File: src/hdl/rpct_pkg.sv
package rpct_pkg;

    localparam int PAGE_ROWS  = 8;
    localparam int STORE_ROWS = PAGE_ROWS - 1;

    typedef logic [STORE_ROWS-1:0][7:0] t_store_word;

    // gather bit c of each row byte into column byte c
    function automatic logic [63:0] transpose8(input t_store_word rows, input logic [7:0] last);
        logic [PAGE_ROWS-1:0][7:0] all_rows;
        logic [63:0]               result;
        all_rows = {last, rows};
        result   = '0;
        for (int c = 0; c < 8; c++) begin
            for (int k = 0; k < PAGE_ROWS; k++) begin
                result[8*c+k] = all_rows[k][c];
            end
        end
        return result;
    endfunction

endpackage

File: src/hdl/raster_to_page_column_transposer.sv
// Raster to page column transposer.
// Input channel: i_valid / o_stall / i_pixel_byte carries a monochrome frame one byte
// per request, row-major, bit b of a byte is column 8*byte+b of its row.
// Output channel: o_valid / i_stall carries one request per byte of the last row of each
// full 8-row page: o_column_bytes holds eight column bytes (byte c is column
// 8*o_column_group+c, bit k is page row k), o_page_index the page and o_frame_end marks
// the last request of the frame. Rows 0 to 6 of a page go into a store of WIDTH/8 words
// (one byte lane per row) and produce nothing; rows of a partial last page are dropped.
// Throughput: one input request per cycle while o_stall is low.
// A result passes the store read register, then the output register, on its way out.
// Reset clears the position counters and all valid flags; the store needs no clearing.
// While i_stall is high the output request holds; the stage ahead of it still takes one
// more result and input bytes that produce no result keep flowing until that stage fills,
// then o_stall rises.
module raster_to_page_column_transposer #(
    parameter int WIDTH  = 128,
    parameter int HEIGHT = 64
) (
    input  logic        i_clk,
    input  logic        i_rst_n,
    input  logic        i_valid,
    output logic        o_stall,
    input  logic [7:0]  i_pixel_byte,
    output logic        o_valid,
    input  logic        i_stall,
    output logic [63:0] o_column_bytes,
    output logic [2:0]  o_page_index,
    output logic [3:0]  o_column_group,
    output logic        o_frame_end
);
    import rpct_pkg::*;

    localparam int BPR       = WIDTH / 8;
    localparam int CW        = (BPR > 1) ? $clog2(BPR) : 1;
    localparam int RW        = $clog2(HEIGHT);
    localparam int ROWS_FULL = (HEIGHT / PAGE_ROWS) * PAGE_ROWS;

    logic [CW-1:0]   r_col;
    logic [RW-1:0]   r_row;
    t_store_word     r_mem [BPR];
    t_store_word     r_rd;
    logic            r_s1_vld;
    logic [7:0]      r_s1_px;
    logic [2:0]      r_s1_page;
    logic [3:0]      r_s1_grp;
    logic            r_s1_end;
    logic            r_o_vld;
    logic [63:0]     r_o_bytes;
    logic [2:0]      r_o_page;
    logic [3:0]      r_o_grp;
    logic            r_o_end;

    logic            out_ready;
    logic            s1_adv;
    logic            s1_free;
    logic            accept;
    logic            in_full;
    logic [2:0]      row_in_page;
    logic            last_row;
    logic [RW+2:0]   row_x;
    logic [CW+3:0]   col_x;
    logic            n_s1_vld;
    logic            n_o_vld;

    assign out_ready   = !r_o_vld || !i_stall;
    assign s1_adv      = r_s1_vld && out_ready;
    assign s1_free     = !r_s1_vld || out_ready;
    assign o_stall     = !s1_free;
    assign accept      = i_valid && s1_free;
    assign in_full     = {1'b0, r_row} < (RW+1)'(ROWS_FULL);
    assign row_in_page = r_row[2:0];
    assign last_row    = row_in_page == 3'(PAGE_ROWS - 1);
    assign row_x       = {3'b000, r_row};
    assign col_x       = {4'b0000, r_col};

    always_comb begin
        n_s1_vld = r_s1_vld;
        if (s1_adv) begin
            n_s1_vld = 1'b0;
        end
        if (accept && in_full && last_row) begin
            n_s1_vld = 1'b1;
        end
        n_o_vld = r_o_vld;
        if (out_ready) begin
            n_o_vld = s1_adv;
        end
    end

    always_ff @(posedge i_clk) begin
        if (!i_rst_n) begin
            r_col    <= '0;
            r_row    <= '0;
            r_s1_vld <= 1'b0;
            r_o_vld  <= 1'b0;
        end else begin
            r_s1_vld <= n_s1_vld;
            r_o_vld  <= n_o_vld;
            if (accept) begin
                if (r_col == CW'(BPR - 1)) begin
                    r_col <= '0;
                    if (r_row == RW'(HEIGHT - 1)) begin
                        r_row <= '0;
                    end else begin
                        r_row <= r_row + 1'b1;
                    end
                end else begin
                    r_col <= r_col + 1'b1;
                end
            end
        end
    end

    always_ff @(posedge i_clk) begin
        if (accept && in_full && !last_row) begin
            r_mem[r_col][row_in_page] <= i_pixel_byte;
        end
        if (accept && in_full && last_row) begin
            r_rd      <= r_mem[r_col];
            r_s1_px   <= i_pixel_byte;
            r_s1_page <= row_x[5:3];
            r_s1_grp  <= col_x[3:0];
            r_s1_end  <= (r_row == RW'(ROWS_FULL - 1)) && (r_col == CW'(BPR - 1));
        end
        if (s1_adv) begin
            r_o_bytes <= transpose8(r_rd, r_s1_px);
            r_o_page  <= r_s1_page;
            r_o_grp   <= r_s1_grp;
            r_o_end   <= r_s1_end;
        end
    end

    assign o_valid        = r_o_vld;
    assign o_column_bytes = r_o_bytes;
    assign o_page_index   = r_o_page;
    assign o_column_group = r_o_grp;
    assign o_frame_end    = r_o_end;

endmodule

File: config.mk
export PLATFORM = sky130hd
export DESIGN_NAME = raster_to_page_column_transposer
export DESIGN_NICKNAME = d
export VERILOG_FILES = /design/src/hdl/rpct_pkg.sv /design/src/hdl/raster_to_page_column_transposer.sv
export SDC_FILE = /design/constraint.sdc
export NUM_CORES = 1
export LEC_CHECK = 0
export ABC_AREA = 0
export BUFFER_PORTS_ARGS = -buffer_cell sky130_fd_sc_hd__buf_2
export CAP_MARGIN = 30
export CORE_UTILIZATION = 60
export CTS_CLUSTER_SIZE = 14
export DETAILED_ROUTE_END_ITERATION = 16
export PLACE_DENSITY = 0.88
export SLEW_MARGIN = 15
export SYNTH_ARGS = -nofsm -noshare
export SYNTH_HDL_FRONTEND = slang
export SYNTH_SLANG_ARGS = --single-unit
File: constraint.sdc
create_clock -name i_clk -period 9.5 [get_ports i_clk]
set_clock_uncertainty 0.15 [all_clocks]
set_input_delay 1.9 -clock i_clk [delete_from_list [all_inputs] [get_ports i_clk]]
set_output_delay 1.9 -clock i_clk [all_outputs]
set_load 0.03 [all_outputs]
==> results.json <==
{
  "outcome": "finished, final reports clean",
  "vias": 19700,
  "design_area_sq_um": 43600,
  "p_switching_mw": 1.94,
  "ctsHoldBuffers": 0,
  "multi_input_area_sq_um": 7060,
  "ys_ff_latch": 1052,
  "hold_viol": 0,
  "die_w_um": 257,
  "htreeDepth": 3,
  "power.share.clock": 0.421,
  "final_cells": 2783,
  "p_comb_frac": 0.038,
  "setup_viol": 0,
  "setup_tns_ns": 0,
  "grt_setup_unrepaired": "no",
  "start_util": 0.606,
  "p_seq_frac": 0.541,
  "sw_frac_of_total": 0.205,
  "fmax_mhz": 200,
  "synth_adder_area_share": 0.00193,
  "cap_violations": 0,
  "syn_to_final_growth_pct": 11.9,
  "ios": 86,
  "drtAntennaViolNets": 0,
  "worst_pin_slew_ns": 1.07,
  "row_count": 93,
  "cts_resized": 0,
  "synthSimpleGateAreaFrac": 0.0239,
  "tritoncts": "done",
  "preCtsSetupSlack_ns": 4.58,
  "io_buffers": 85,
  "cp_max_fo": 11,
  "grt_max_degree": 88,
  "cp.required_ns": 7.45,
  "die_y_um": 257,
  "drt_wl_total_mm": 97.4,
  "grt_pass1_vias": 19600,
  "nNetsFinal": 1873,
  "grt_pass1_wl_mm": 140,
  "cp-start-kind": "input pin",
  "power_leakage_nw": 13.5,
  "clkTransAtPathRegs_ns": 0.07,
  "final_layout_size_suffix_gt1_frac": 0.250,
  "fin_ws_ns": 4.49,
  "syn_nets": 1752,
  "period_share": 0.527,
  "cts.path.max_buffers": 3,
  "min_period_ns": 5.01,
  "wl_per_cell_um": 35.0,
  "yosysWarnings": 0,
  "hpwl_mm": 50.1,
  "hold_path_class": "flip-flop to flip-flop",
  "drv_slew": 0,
  "synth-compound-area-share": 0.0232,
  "cts_root_buf": "clkbuf_16",
  "track_usage": 0.298,
  "muxShareOfSynthArea": 0.130,
  "syn_avg_cell_area_sq_um": 22.5,
  "drc": 0,
  "synthesis.area_sq_um": 39000,
  "powerDensity_nw_per_um2": 216,
  "dpl.cell_count": 2605,
  "ir_drop_uv": 147,
  "gp_congestion": 0.882,
  "ys_types": 33,
  "place_area_sq_um": 40300,
  "yosysSeqAreaShare": 0.807,
  "synthXorXnorAreaFrac": 0.00112,
  "antenna_found_initial": 2,
  "slew-limit-headroom": 0.289,
  "post_cts_buffers": 0,
  "netlist_instances": 1734,
  "nFillCells": 3525,
  "p_int_mw": 7.50,
  "regArea_sq_um": 31500,
  "cts.sinks": 1052,
  "endpoint_kind": "output port",
  "crit_type": "input pin to output port",
  "dr.pass1.iters": 6,
  "overflow": 0,
  "routed_via_density": 7.08,
  "numCtsBuffers": 96,
  "clk_latency_ns": 0.67,
  "core_area_sq_um": 64300,
  "die_area_sq_um": 66000,
  "worstPathArrival_ns": 2.96,
  "drt_iter0_markers": 3248,
  "synth_top_family_by_area": "multiplexers"
}
==> layer usage <==
metal | routed length, um | up-vias | part of all wire | GRT usage
met3 | 11700 | 354 | 0.12 | 0.0635
met4 | 5470 | 4 | 0.056 | 0.149
met1 | 33200 | 9983 | 0.34 | 0.403
met5 | 31 | - | 0.00032 | 0
met2 | 46900 | 1923 | 0.48 | 0.466
li1 | - | 7453 | - | -
==> cell usage in the layout (no fill, tap or decap), drive strengths merged, types with 2 or more instances in the layout <==
cell / instances
edfxtp: 1040
mux4: 224
clkbuf: 121
nor2: 119
buf: 116
a22oi: 112
nand2: 77
clkinv: 31
bufinv: 12
dfxtp: 12
inv: 8
nand3: 7
ha: 6
nand4: 5
xnor2: 4
and3: 4
nor2b: 4
and2: 3
a21boi: 3
nand3b: 2
nand2b: 2
mux2i: 2
a21oi: 2
clkinvlp: 2
==> synthesized netlist by cell type <==
cell type,n,area (sq um)
buf_1,11,41.3
nor2b_1,4,25.0
nand3b_1,2,15.0
nand4_1,5,31.3
o311a_1,1,10.0
inv_1,4,15.0
o21bai_1,1,7.51
buf_6,13,146
clkbuf_1,47,176
nor4_1,1,6.26
a21oi_1,2,10.0
nand2_1,77,289
nand3_1,7,35.0
ha_1,6,75.1
xnor2_1,4,35.0
xor2_1,1,8.76
buf_2,19,95.1
edfxtp_1,1040,31200
nand4bb_1,1,11.3
and4b_1,1,10.0
buf_4,3,22.5
nor2_1,119,447
o21ai_0,1,5.00
dfxtp_1,12,240
a21boi_0,3,22.5
nand2b_1,2,12.5
a22oi_1,112,841
and3_1,4,25.0
mux4_2,224,5040
mux2i_1,2,20.0
and2_1,3,18.8
nor3_1,1,5.00
o21a_1,1,7.51
==> worst max-delay path, cell delays in order <==
cell and delay [ns]:
buf_2 0.13, nand3_1 0.38, inv_1 0.30, buf_2 0.25
==> registers in the layout, summed over array words and instances (netlist names) <==
register,cells
o_column_bytes,64
o_column_group,4
o_frame_end,1
o_page_index,3
o_valid,1
r_col,4
r_mem,896
r_rd,56
r_row,6
r_s1_end,1
r_s1_grp,4
r_s1_page,3
r_s1_px,8
r_s1_vld,1
==> power groups by stage <==
stage	Sequential, mW	Clock (mW)	Combinational, mW
CTS	5.11	3.98	0.343
detailed placement	5.21	0	0.333
global route	5.11	4.15	0.375
floorplan	5.20	0	0.214
finish	5.11	3.97	0.360
global placement	5.21	0	0.319
==> cells by family (layout without fill, tap and decap cells) <==
| kind of cell | count (synthesis) | after routing |
|---|---|---|
| compound gates | 121 | 121 |
| xor+xnor | 5 | 5 |
| fa+ha+maj | 6 | 6 |
| buf+inv | 97 | 290 |
| flops | 1052 | 1052 |
| mux | 226 | 226 |
| other cells | 0 | 1 |
| simple gates | 227 | 227 |
==> final cells by class <==
type                    instances  share of cell area
well taps                     855              0.0245
clock buffers                 121              0.0593
inverters                       4            0.000344
clock inverters                49              0.0135
flip-flops and latches       1052               0.721
diodes                          1           0.0000573
multi-input cells             585               0.162
repair buffers                116              0.0192
==> path summary, 6_finish.rpt <==
path	start	to	slack, ns	depth (start not counted)
worst max-delay path	i_stall	o_stall	4.49	4
worst min-delay path	r_s1_px[1]	o_column_bytes[15]	0.26	0
worst min register to register	r_s1_px[1]	o_column_bytes[15]	0.26	0
worst max register to register	r_col[0]	r_rd[36]	5.69	7
==> metrics by stage <==
stage | power, mW | hold WS (ns) | util
2_1_floorplan | 5.41 | 0.250 | -
3_3_place_gp | 5.53 | 0.252 | 0.625
3_5_place_dp | 5.55 | 0.255 | 0.626
4_1_cts | 9.43 | 0.264 | 0.676
5_1_grt | 9.63 | 0.273 | 0.678
6_report | 9.44 | 0.264 | 0.678
(Power assumes the default switching activity.)
